File: config.mk
export PLATFORM = sky130hd
export DESIGN_NAME = iir_tdf_cell
export DESIGN_NICKNAME = d
export VERILOG_FILES = /design/src/sv/iir_transposed_direct_form_filter_top_assert.svh /design/src/sv/iir_tdf_pkg.sv /design/src/sv/iir_tdf_cell.sv
export SDC_FILE = /design/constraint.sdc
export NUM_CORES = 2
export LEC_CHECK = 0
export ABC_CLOCK_PERIOD_IN_PS = 8600
export BUFFER_PORTS_ARGS = -buffer_cell sky130_fd_sc_hd__buf_2
export CORE_MARGIN = 8
export CORE_UTILIZATION = 70
export CTS_CLUSTER_DIAMETER = 200
export DETAILED_ROUTE_END_ITERATION = 10
export GPL_TIMING_DRIVEN = 0
export PLACE_DENSITY = 0.86
export SLEW_MARGIN = 20
export SYNTH_ARGS = -nofsm -noshare
export SYNTH_HDL_FRONTEND = slang
export SYNTH_SLANG_ARGS = --single-unit
File: constraint.sdc
create_clock -name clk -period 8.6 [get_ports clk]
set_clock_uncertainty 0.1 [all_clocks]
set_input_delay 1.72 -clock clk [delete_from_list [all_inputs] [get_ports clk]]
set_output_delay 1.72 -clock clk [all_outputs]
set_load 0.05 [all_outputs]
File: src/sv/iir_transposed_direct_form_filter_top_assert.svh
// assertion macros for the transposed direct form iir filter
`ifndef IIR_TRANSPOSED_DIRECT_FORM_FILTER_TOP_ASSERT_SVH
`define IIR_TRANSPOSED_DIRECT_FORM_FILTER_TOP_ASSERT_SVH

`ifndef NO_ASSERTIONS
// checked only out of reset
`define IIR_ASSERT(label, prop, msg) \
	label: assert property (@(posedge clk) disable iff (!arst_n) prop) else $error(msg);
// checked at every edge, reset included
`define IIR_ASSERT_ALWAYS(label, prop, msg) \
	label: assert property (@(posedge clk) prop) else $error(msg);
`else
`define IIR_ASSERT(label, prop, msg)
`define IIR_ASSERT_ALWAYS(label, prop, msg)
`endif

`endif

File: src/sv/iir_tdf_pkg.sv
// shared types, constants and arithmetic helpers of the iir filter
package iir_tdf_pkg;

	localparam int TAPS        = 4;
	localparam int MAX_TAPS    = 4;
	localparam int SAMPLE_BITS = 24;
	localparam int COEF_BITS   = 32;
	localparam int STATE_BITS  = 48;
	localparam int PROD_SHIFT  = 12;
	localparam int OUT_SHIFT   = 16;

	localparam int PROD_BITS = SAMPLE_BITS + COEF_BITS;
	localparam int TERM_BITS = PROD_BITS - PROD_SHIFT;
	// headroom for a three-operand sum
	localparam int ACC_BITS  = ((TERM_BITS > STATE_BITS) ? TERM_BITS : STATE_BITS) + 2;
	localparam int RND_BITS  = ACC_BITS - OUT_SHIFT;

	localparam int REG_IDX_BITS = 3;

	typedef logic signed [SAMPLE_BITS-1:0] sample_t;
	typedef logic signed [COEF_BITS-1:0]   coef_t;
	typedef logic signed [STATE_BITS-1:0]  state_t;
	typedef logic signed [TERM_BITS-1:0]   term_t;
	typedef logic signed [ACC_BITS-1:0]    acc_t;

	typedef enum logic [REG_IDX_BITS-1:0] {
		REG_FF_COEF_0,
		REG_FF_COEF_1,
		REG_FF_COEF_2,
		REG_FF_COEF_3,
		REG_FB_COEF_1,
		REG_FB_COEF_2,
		REG_FB_COEF_3
	} reg_idx_t;

	localparam coef_t   FF0_RESET  = coef_t'(32'sh1000_0000);
	localparam sample_t SAMPLE_MAX = {1'b0, {(SAMPLE_BITS-1){1'b1}}};
	localparam sample_t SAMPLE_MIN = {1'b1, {(SAMPLE_BITS-1){1'b0}}};
	localparam state_t  STATE_MAX  = {1'b0, {(STATE_BITS-1){1'b1}}};
	localparam state_t  STATE_MIN  = {1'b1, {(STATE_BITS-1){1'b0}}};

	// exact product, then floor shift to state grid
	function automatic term_t coef_term(input coef_t c, input sample_t v);
		logic signed [PROD_BITS-1:0] p;
		p = PROD_BITS'(c) * PROD_BITS'(v);
		return p[PROD_BITS-1:PROD_SHIFT];
	endfunction

endpackage

File: src/sv/iir_tdf_cell.sv
// one delay cell: holds a state and updates it from its upstream neighbor
module iir_tdf_cell import iir_tdf_pkg::*; (
	input  logic   clk,
	input  logic   arst_n,
	input  logic   load,
	input  logic   update,
	input  sample_t x,
	input  coef_t  ff_coef,
	input  coef_t  fb_coef,
	input  sample_t y,
	input  state_t s_next,
	output state_t s_q
);

	term_t ff_term_q;
	term_t fb_term;
	acc_t  sum;
	logic  in_range;

	always_ff @(posedge clk) begin
		if (load) begin
			ff_term_q <= coef_term(ff_coef, x);
		end
	end

	always_comb begin
		fb_term  = coef_term(fb_coef, y);
		sum      = ACC_BITS'(ff_term_q) + ACC_BITS'(s_next) - ACC_BITS'(fb_term);
		// top bits all equal the sign: fits the state width
		in_range = (&sum[ACC_BITS-1:STATE_BITS-1]) || !(|sum[ACC_BITS-1:STATE_BITS-1]);
	end

	always_ff @(posedge clk or negedge arst_n) begin
		if (!arst_n) begin
			s_q <= '0;
		end else if (update) begin
			if (in_range) begin
				s_q <= sum[STATE_BITS-1:0];
			end else if (sum[ACC_BITS-1]) begin
				s_q <= STATE_MIN;
			end else begin
				s_q <= STATE_MAX;
			end
		end
	end

endmodule

==> impl_results.md <==
- Ranking of synthesized cells by area: fa_1, inv_1, ha_1
- Clock sinks: 92
- CTS Root Cell: clkbuf_16
- CTS H-Tree Depth: 3
- Vias per inst: 6.11
- Tcrit/Tclk final: 138%
- Final setup vio count: 54
- CTS tree: done
- Die width: 308 um
- Initial Util: 70.4%
- Worst skew pair latency: 0.36 ns
- Hold Fails Final Rpt: 0
- Vias in the first global route: 51900
- Reg clk slew, reported paths: 0.09 ns
- DRT Wirelength: 208 mm
- Critical path buffer and inverter count: 9
- Most used cell, CP: fa_1
- Avg WL per Cell: 26.2 um
- Crit start category: input pin
- Total gr overflow: 0
- Largest stage delay, worst path: 0.77 ns
- Die Area: 0.0950 sq mm
- Final setup margin: -3.23 ns
- TritonCTS Buffers: 9
- Setup_tns: -152.30 ns
- Slew Limit Headroom: 27.1%
- Setup crit end kind: flop
- Number of synthesized register bits: 92
- Failing checks: setup timing
- Synth top area share: 54.0%
- Average cell area after synthesis: 9.42 sq um
- Area after DPL: 0.0627 sq mm
- Fin crit period: 11.83 ns
- Commonest non-fill, non-tap cell in the layout: fa_1
- DRT iter0 DRCs: 5030
- Synth-to-Final Area Change: 15.6%
- Part of the Yosys area used for sequential elements: 4.22%
- Largest net degree at the start of global routing: 49
- WHS: 0.400 ns
- Placer Congestion: 1.09
- Via count: 48532
- GRT Total Usage: 43.3%
- Arrival @ worst endpoint: 11.99 ns
- Initial antenna violation count: 25
- Async set-reset flop share out of synthesis: 52.2%
- I/O pin count: 212
- Post-CTS Hold Buffers: 0
- Cell family with most CP delay: adder cells
- Syn Inst Count: 6347
- PortBufs: 211
- RSZ-0062 raised after global routing: yes
- Num rows: 107
- Worst slack at placement: -5.00 ns
- CP Max Fanout: 10
- Worst-Margin Slew: 1.09 ns
- Worst-case clock buffer depth: 2
- Final HPWL DP: 167 mm
- Count of pins over their slew limit: 0
- Synth Flop Type: dfrtp_1
- Ratio of cells with drive above 1 in the final layout: 15.6%
- Fillers: 5141
- Post-synth top area cell: fa_1
- DRC viols: 0
- Commonest non-fill, non-tap cells in the layout: fa_1, inv_1, nand2_1, and2_1, ha_1
- Number of synthesized flops with an enable pin: 44
- Nets: 8892
- Max-cap violations: 0
- ANT nets after route: 0
- Mapped Area: 0.0598 sq mm
- Status: finished with violations
- First-pass GRT wire length: 307 mm
- Placeable Area: 0.0849 sq mm
- Max Freq: 84.5 MHz
- Post-route cell area: 0.0691 sq mm
- Die Y: 308 um
- Critical Path RT: 8.76 ns
- CP Class: input pin to flop
- DRT Pass-1 Iters: 6
- Yosys cell types: 80
- Syn_nets: 8465
- Slowest-stage cell, CP: xnor2_1
- Hold crit path type: flop to flop
- Syn. warnings: 0
[per-layer routing]
metal	share of wire, %	GRT usage, %
met1	32	50.7
met2	45	67.8
met3	13	13.5
met4	11	31.3
met5	0.025	0
[through the flow]
stage                     utilization [%]  std cells
after CTS                            78.0       7784
after floorplan                         -       6347
after global placement               73.7       7702
after global routing                 81.3       7938
after detailed placement             73.8       7704
final                                81.4       7948
[cell usage after synthesis, drive strengths merged, types with 5 or more instances]
library cell	instances
or3	6
and4	10
xnor2	91
o221ai	47
a31oi	13
xor2	54
nor3	19
o21bai	18
a41oi	7
buf	13
a21boi	6
nor2b	24
nand2b	56
a221oi	6
a211o	5
nand4	21
nor2	81
or2	6
a21oi	118
nand2	929
clkbuf	292
o211ai	11
dfrtp	48
o31ai	6
o21ai	73
nand3	20
a211oi	13
and2	626
ha	342
o21a	22
inv	1573
a21o	70
and3	15
fa	1612
edfxtp	44
[sequential cells by signal, summed over array words and instances (netlist names)]
signal,cells
ff_term_q,44
s_q,48
[worst register-to-register path: stages, from the launching register on]
cell      delay (ns)
edfxtp_1        0.38
inv_1           0.14
ha_1            0.25
inv_1           0.06
ha_1            0.17
inv_1           0.07
fa_1            0.45
nand2b_1        0.19
a21oi_1         0.19
nor2_1          0.10
a211o_1         0.34
a21oi_1         0.24
o211ai_1        0.22
a211oi_2        0.38
o41a_1          0.22
nand3_1         0.12
o21a_4          0.27
buf_12          0.15
buf_12          0.14
o221ai_2        0.14
[area by class of cell]
cell class	count	area [sq um]	share of cell area, %
multi-input combinational	4377	51600	74.7
inverter	1573	5920	8.57
buffer	295	3740	5.41
timing repair buffer	426	3500	5.07
sequential	92	2520	3.65
tap	1144	1430	2.07
clock buffer	9	225	0.326
clock inverter	7	80.1	0.116
antenna	25	62.6	0.0906
[worst paths after layout]
kind	slack, ns	from	cells after the start	endpoint
setup / recovery	-3.23	fb_coef[30]	38	s_q[32]
hold / removal	0.40	s_q[47]	1	s_q[47]
setup reg to reg	4.19	ff_term_q[0]	19	s_q[32]
hold reg to reg	0.40	s_q[47]	1	s_q[47]
max in group asynchronous	6.69	arst_n	1	s_q[29]
min in group asynchronous	1.27	arst_n	1	s_q[38]
[repair_timing]
action	CTS	global route
gates cloned	3	9
endpoints found under the setup margin	82	67
pin swaps	75	155
resized for setup	725	649
setup buffers	68	133
endpoints found under the hold margin	0	0
[cell families (layout without fill, tap and decap cells)]
logic type / count (synthesis) / count (layout) / share of synthesized area, %
flip-flops: 92 / 92 / 4.22
other: 0 / 25 / 0
adder cells (fa/ha/maj): 1954 / 1954 / 61.2
multiplexers: 2 / 2 / 0.0335
buffers and inverters: 1878 / 2310 / 12.0
AND/OR/NAND/NOR: 1819 / 1819 / 14.8
AO/OA/AOI/OAI: 457 / 457 / 5.66
XOR/XNOR: 145 / 145 / 2.12
Power is not shown: default switching activity piles up to over one toggle a cycle in this logic, so the estimate is an artifact.
