`config.mk`:
```
export PLATFORM = sky130hd
export DESIGN_NAME = iir_tdf_head
export DESIGN_NICKNAME = d
export VERILOG_FILES = /design/src/sv/iir_transposed_direct_form_filter_top_assert.svh /design/src/sv/iir_tdf_pkg.sv /design/src/sv/iir_tdf_head.sv
export SDC_FILE = /design/constraint.sdc
export NUM_CORES = 2
export LEC_CHECK = 0
export ABC_AREA = 1
export BUFFER_PORTS_ARGS = -buffer_cell sky130_fd_sc_hd__buf_2
export CAP_MARGIN = 10
export CORE_ASPECT_RATIO = 0.8
export CORE_MARGIN = 3
export CORE_UTILIZATION = 40
export DETAILED_ROUTE_END_ITERATION = 10
export GPL_TIMING_DRIVEN = 0
export SETUP_SLACK_MARGIN = 0.3
export SKIP_CTS_REPAIR_TIMING = 1
export SYNTH_ARGS = -nofsm -noshare
export SYNTH_HDL_FRONTEND = slang
export SYNTH_SLANG_ARGS = --single-unit
```
`constraint.sdc`:
```
create_clock -name clk -period 22.6 [get_ports clk]
set_clock_uncertainty 0.05 [all_clocks]
set_input_delay 0 -clock clk [delete_from_list [all_inputs] [get_ports clk]]
set_output_delay 0 -clock clk [all_outputs]
set_load 0.005 [all_outputs]
```
`src/sv/iir_transposed_direct_form_filter_top_assert.svh`:
```
// assertion macros for the transposed direct form iir filter
`ifndef IIR_TRANSPOSED_DIRECT_FORM_FILTER_TOP_ASSERT_SVH
`define IIR_TRANSPOSED_DIRECT_FORM_FILTER_TOP_ASSERT_SVH

`ifndef NO_ASSERTIONS
// checked only out of reset
`define IIR_ASSERT(label, prop, msg) \
	label: assert property (@(posedge clk) disable iff (!arst_n) prop) else $error(msg);
// checked at every edge, reset included
`define IIR_ASSERT_ALWAYS(label, prop, msg) \
	label: assert property (@(posedge clk) prop) else $error(msg);
`else
`define IIR_ASSERT(label, prop, msg)
`define IIR_ASSERT_ALWAYS(label, prop, msg)
`endif

`endif

```
`src/sv/iir_tdf_pkg.sv`:
```
// shared types, constants and arithmetic helpers of the iir filter
package iir_tdf_pkg;

	localparam int TAPS        = 4;
	localparam int MAX_TAPS    = 4;
	localparam int SAMPLE_BITS = 24;
	localparam int COEF_BITS   = 32;
	localparam int STATE_BITS  = 48;
	localparam int PROD_SHIFT  = 12;
	localparam int OUT_SHIFT   = 16;

	localparam int PROD_BITS = SAMPLE_BITS + COEF_BITS;
	localparam int TERM_BITS = PROD_BITS - PROD_SHIFT;
	// headroom for a three-operand sum
	localparam int ACC_BITS  = ((TERM_BITS > STATE_BITS) ? TERM_BITS : STATE_BITS) + 2;
	localparam int RND_BITS  = ACC_BITS - OUT_SHIFT;

	localparam int REG_IDX_BITS = 3;

	typedef logic signed [SAMPLE_BITS-1:0] sample_t;
	typedef logic signed [COEF_BITS-1:0]   coef_t;
	typedef logic signed [STATE_BITS-1:0]  state_t;
	typedef logic signed [TERM_BITS-1:0]   term_t;
	typedef logic signed [ACC_BITS-1:0]    acc_t;

	typedef enum logic [REG_IDX_BITS-1:0] {
		REG_FF_COEF_0,
		REG_FF_COEF_1,
		REG_FF_COEF_2,
		REG_FF_COEF_3,
		REG_FB_COEF_1,
		REG_FB_COEF_2,
		REG_FB_COEF_3
	} reg_idx_t;

	localparam coef_t   FF0_RESET  = coef_t'(32'sh1000_0000);
	localparam sample_t SAMPLE_MAX = {1'b0, {(SAMPLE_BITS-1){1'b1}}};
	localparam sample_t SAMPLE_MIN = {1'b1, {(SAMPLE_BITS-1){1'b0}}};
	localparam state_t  STATE_MAX  = {1'b0, {(STATE_BITS-1){1'b1}}};
	localparam state_t  STATE_MIN  = {1'b1, {(STATE_BITS-1){1'b0}}};

	// exact product, then floor shift to state grid
	function automatic term_t coef_term(input coef_t c, input sample_t v);
		logic signed [PROD_BITS-1:0] p;
		p = PROD_BITS'(c) * PROD_BITS'(v);
		return p[PROD_BITS-1:PROD_SHIFT];
	endfunction

endpackage

```
`src/sv/iir_tdf_head.sv`:
```
// output cell: b0 term plus first state, rounded and saturated
module iir_tdf_head import iir_tdf_pkg::*; (
	input  logic    clk,
	input  logic    load,
	input  sample_t x,
	input  coef_t   b0,
	input  state_t  s1,
	output sample_t y_q,
	output logic    clip_q
);

	acc_t                      full;
	acc_t                      rnd;
	logic signed [RND_BITS-1:0] q;
	logic                      in_range;

	always_comb begin
		full     = ACC_BITS'(coef_term(b0, x)) + ACC_BITS'(s1);
		// round half up onto the sample grid
		rnd      = full + ACC_BITS'(1 <<< (OUT_SHIFT - 1));
		q        = rnd[ACC_BITS-1:OUT_SHIFT];
		in_range = (&q[RND_BITS-1:SAMPLE_BITS-1]) || !(|q[RND_BITS-1:SAMPLE_BITS-1]);
	end

	always_ff @(posedge clk) begin
		if (load) begin
			clip_q <= !in_range;
			if (in_range) begin
				y_q <= q[SAMPLE_BITS-1:0];
			end else if (q[RND_BITS-1]) begin
				y_q <= SAMPLE_MIN;
			end else begin
				y_q <= SAMPLE_MAX;
			end
		end
	end

endmodule

```
==> insert_results.sql <==
INSERT INTO impl_metrics (metric_group, metric, value, unit) VALUES
('synth', 'syn-mean-instance-area', '7.75', 'um^2'),
('grt', 'grt_antenna_before_repair', '13', ''),
('synth', 'yosys_reg_bits', '25', ''),
('floorplanning', 'floorplan.die_area', '0.0845', 'mm^2'),
('sta', 'final_count_of_hold_timing_violations', '0', ''),
('finish', 'finish.cell_count_without_fillers', '5403', ''),
('synth', 'synth_flop_cell', 'sky130_fd_sc_hd__edfxtp_1', ''),
('critical_path', 'crit_path_start_kind', 'input port', ''),
('finish', 'final_std_cell_area_no_fill', '0.0345', 'mm^2'),
('finish', 'drive_gt1_frac', '0.0378', ''),
('sta', 'fmax', '88.3', 'MHz'),
('sta', 'max_slew.worst_pin.slew', '1290', 'ps'),
('critical_path', 'critical_path.most_common_cell', 'sky130_fd_sc_hd__fa_1', ''),
('floorplanning', 'io_pins', '131', ''),
('clock_network', 'cts_tree', 'built', ''),
('sta', 'drv_slew', '0', ''),
('placed_design', 'dp.final_hpwl', '99700', 'um'),
('clock_network', 'cts_buffers', '3', ''),
('finish', 'mostFrequentLayoutCells', 'sky130_fd_sc_hd__inv_1, sky130_fd_sc_hd__nand2_1, sky130_fd_sc_hd__fa_1, sky130_fd_sc_hd__ha_1, sky130_fd_sc_hd__nor2_1', ''),
('floorplanning', 'die_y', '261', 'um'),
('synth', 'synth-warning-count', '0', ''),
('outcome', 'run_status', 'finished clean', ''),
('floorplanning', 'core_box_area', '0.0795', 'mm^2'),
('finish', 'syn_to_final_growth', '6.52', '%'),
('synth', 'netlist_area', '0.0324', 'mm^2'),
('clock_network', 'clock_sink_count', '25', ''),
('critical_path', 'worst_ep_required_time', '22570', 'ps'),
('placed_design', 'gp_routability_congestion', '0.993', ''),
('drt', 'drt-pass1-iter-count', '5', ''),
('floorplanning', 'start_util', '0.407', ''),
('drt', 'drt_first_iter_violations', '2568', ''),
('drt', 'routed_via_density', '5.02', ''),
('flow_run', 'cap_viol_max_count', '0', ''),
('grt', 'globalRouteTotalUtil', '0.278', ''),
('sta', 'fin_setup_tns', '0', 'ps'),
('finish', 'finish.net_count', '5445', ''),
('sta', 'relSlewSlack', '0.140', ''),
('placed_design', 'placed_area', '0.0344', 'mm^2'),
('critical_path', 'critical_path_class', 'in2reg', ''),
('drt', 'final_antenna_net_count', '0', ''),
('critical_path', 'worstSetupEndpointType', 'flop', ''),
('worst_hold_path', 'timing.hold.worst.class', 'in2reg', ''),
('synth', 'synth.yosys.seq_area_share', '0.0232', ''),
('drt', 'drcViolationCount', '0', ''),
('sta', 'rsz0062_at_grt', 'false', ''),
('floorplanning', 'placement_rows', '92', ''),
('drt', 'route.vias.total', '27100', ''),
('clock_network', 'h-tree-depth', '1', ''),
('grt', 'grt_max_degree', '26', ''),
('critical_path', 'cp_max_fo', '11', ''),
('placed_design', 'placed_cells', '5393', ''),
('sta', 'setup-violations-final', '0', ''),
('grt', 'grt_pass1_wl', '173000', 'um'),
('clock_network', 'clock_tree.root_cell', 'sky130_fd_sc_hd__clkbuf_16', ''),
('grt', 'overflow', '0', ''),
('critical_path', 'cp_data_arrival_time', '11290', 'ps'),
('clock_network', 'cts_buffer_depth', '2', ''),
('drt', 'wirelength', '114000', 'um'),
('placed_design', 'io_buffers', '130', ''),
('drt', 'wl_per_cell', '21.2', 'um'),
('sta', 'min_period', '11330', 'ps'),
('synth', 'synthCells', '4181', ''),
('finish', 'leading_cell_type_in_the_layout_fill_and_taps_excluded', 'sky130_fd_sc_hd__inv_1', ''),
('synth', 'yosys.cell_types.count', '41', ''),
('sta', 'fin_crit_sh', '0.501', ''),
('clock_network', 'worst_setup_hold_path_clk_slew', '60', 'ps'),
('grt', 'number_of_global_route_vias_before_repair', '28000', ''),
('critical_path', 'critPathMaxStageDelay', '1090', 'ps'),
('synth', 'postSynth.asyncResetShare', '0', ''),
('floorplanning', 'fp.dieW', '324', 'um'),
('synth', 'synth_fp_nets', '5309', ''),
('synth', 'count_of_flip_flops_with_a_built_in_enable_after_synthesis', '25', ''),
('critical_path', 'crit_slowest_cell', 'sky130_fd_sc_hd__fa_1', '');
-- routing by layer --
| metal | vias up | GRT usage | wire (um) |
|---|---|---|---|
| met5 | - | 0 | 23 |
| met4 | 4 | 0.0765 | 3830 |
| met3 | 177 | 0.0647 | 12700 |
| met2 | 1299 | 0.429 | 49300 |
| met1 | 13400 | 0.392 | 48600 |
| li1 | 12200 | - | - |
-- Yosys cell counts (all sizes together) (2+ instances only) --
library cell | n | area share
nand2 | 1028 | 0.12
o21ai | 57 | 0.0088
ha | 240 | 0.093
a2111oi | 2 | 0.00058
nor2 | 185 | 0.022
nor4 | 7 | 0.0014
nand4 | 6 | 0.0012
o21a | 24 | 0.0056
o221ai | 9 | 0.0024
edfxtp | 25 | 0.023
buf | 6 | 0.0017
and3 | 2 | 0.00039
a21o | 4 | 0.00093
xnor2 | 35 | 0.0095
a31oi | 34 | 0.0066
nand3 | 49 | 0.0079
o211ai | 8 | 0.0019
inv | 1298 | 0.15
nand3b | 3 | 0.00070
a21boi | 3 | 0.00070
or2 | 9 | 0.0017
fa | 782 | 0.48
o31ai | 3 | 0.00070
a21oi | 156 | 0.024
nor3 | 19 | 0.0029
xor2 | 45 | 0.012
clkbuf | 136 | 0.016
-- per-stage QoR --
| stage | utilization | hold WS (ps) | setup WS (ps) |
|---|---|---|---|
| 6_report | 0.434 | 231 | 11270 |
| 5_1_grt | 0.434 | 254 | 10690 |
| 4_1_cts | 0.434 | 233 | 11550 |
| 3_5_place_dp | 0.433 | 343 | 11310 |
| 3_3_place_gp | 0.433 | 345 | 11230 |
| 2_1_floorplan | - | 62.5 | 14070 |
-- final cells by class --
type	count	area, um^2
well taps	1081	1350
multi-input cells	2716	26200
inverters	1298	4870
plain buffers	142	564
flip-flops and latches	25	751
diodes	6	15.0
fillers	8267	45000
clock buffers	4	78.8
repair buffers	131	666
-- cell families (layout without fill, tap and decap cells) --
| kind of cell | after synthesis | count (layout) | synth area share |
|---|---|---|---|
| buf+inv | 1440 | 1575 | 0.168 |
| simple gates | 1309 | 1309 | 0.158 |
| fa+ha+maj | 1022 | 1022 | 0.576 |
| compound gates | 305 | 305 | 0.0535 |
| xor+xnor | 80 | 80 | 0.0216 |
| flops | 25 | 25 | 0.0232 |
| other cells | 0 | 6 | 0 |
-- worst paths after layout --
check             cells after the start  slack, ps  start                end
setup / recovery                     39      11270   x[0]  y_q[22]$_DFFE_PP_
hold / removal                        1        230   load  y_q[13]$_DFFE_PP_
-- registers in the layout (all words and copies together), names as in the netlist --
register and count:
clip_q 1, y_q 24
-- critical path: cells and delay by family --
kind / cells / cell delay [ps]
fa+ha+maj: 10 / 5260
simple gates: 15 / 2350
compound gates: 6 / 2000
buf+inv: 8 / 1660
Power is left out: the tool's default activity adds up to more than one toggle a clock period on the data nets, which glitch-free logic cannot reach.
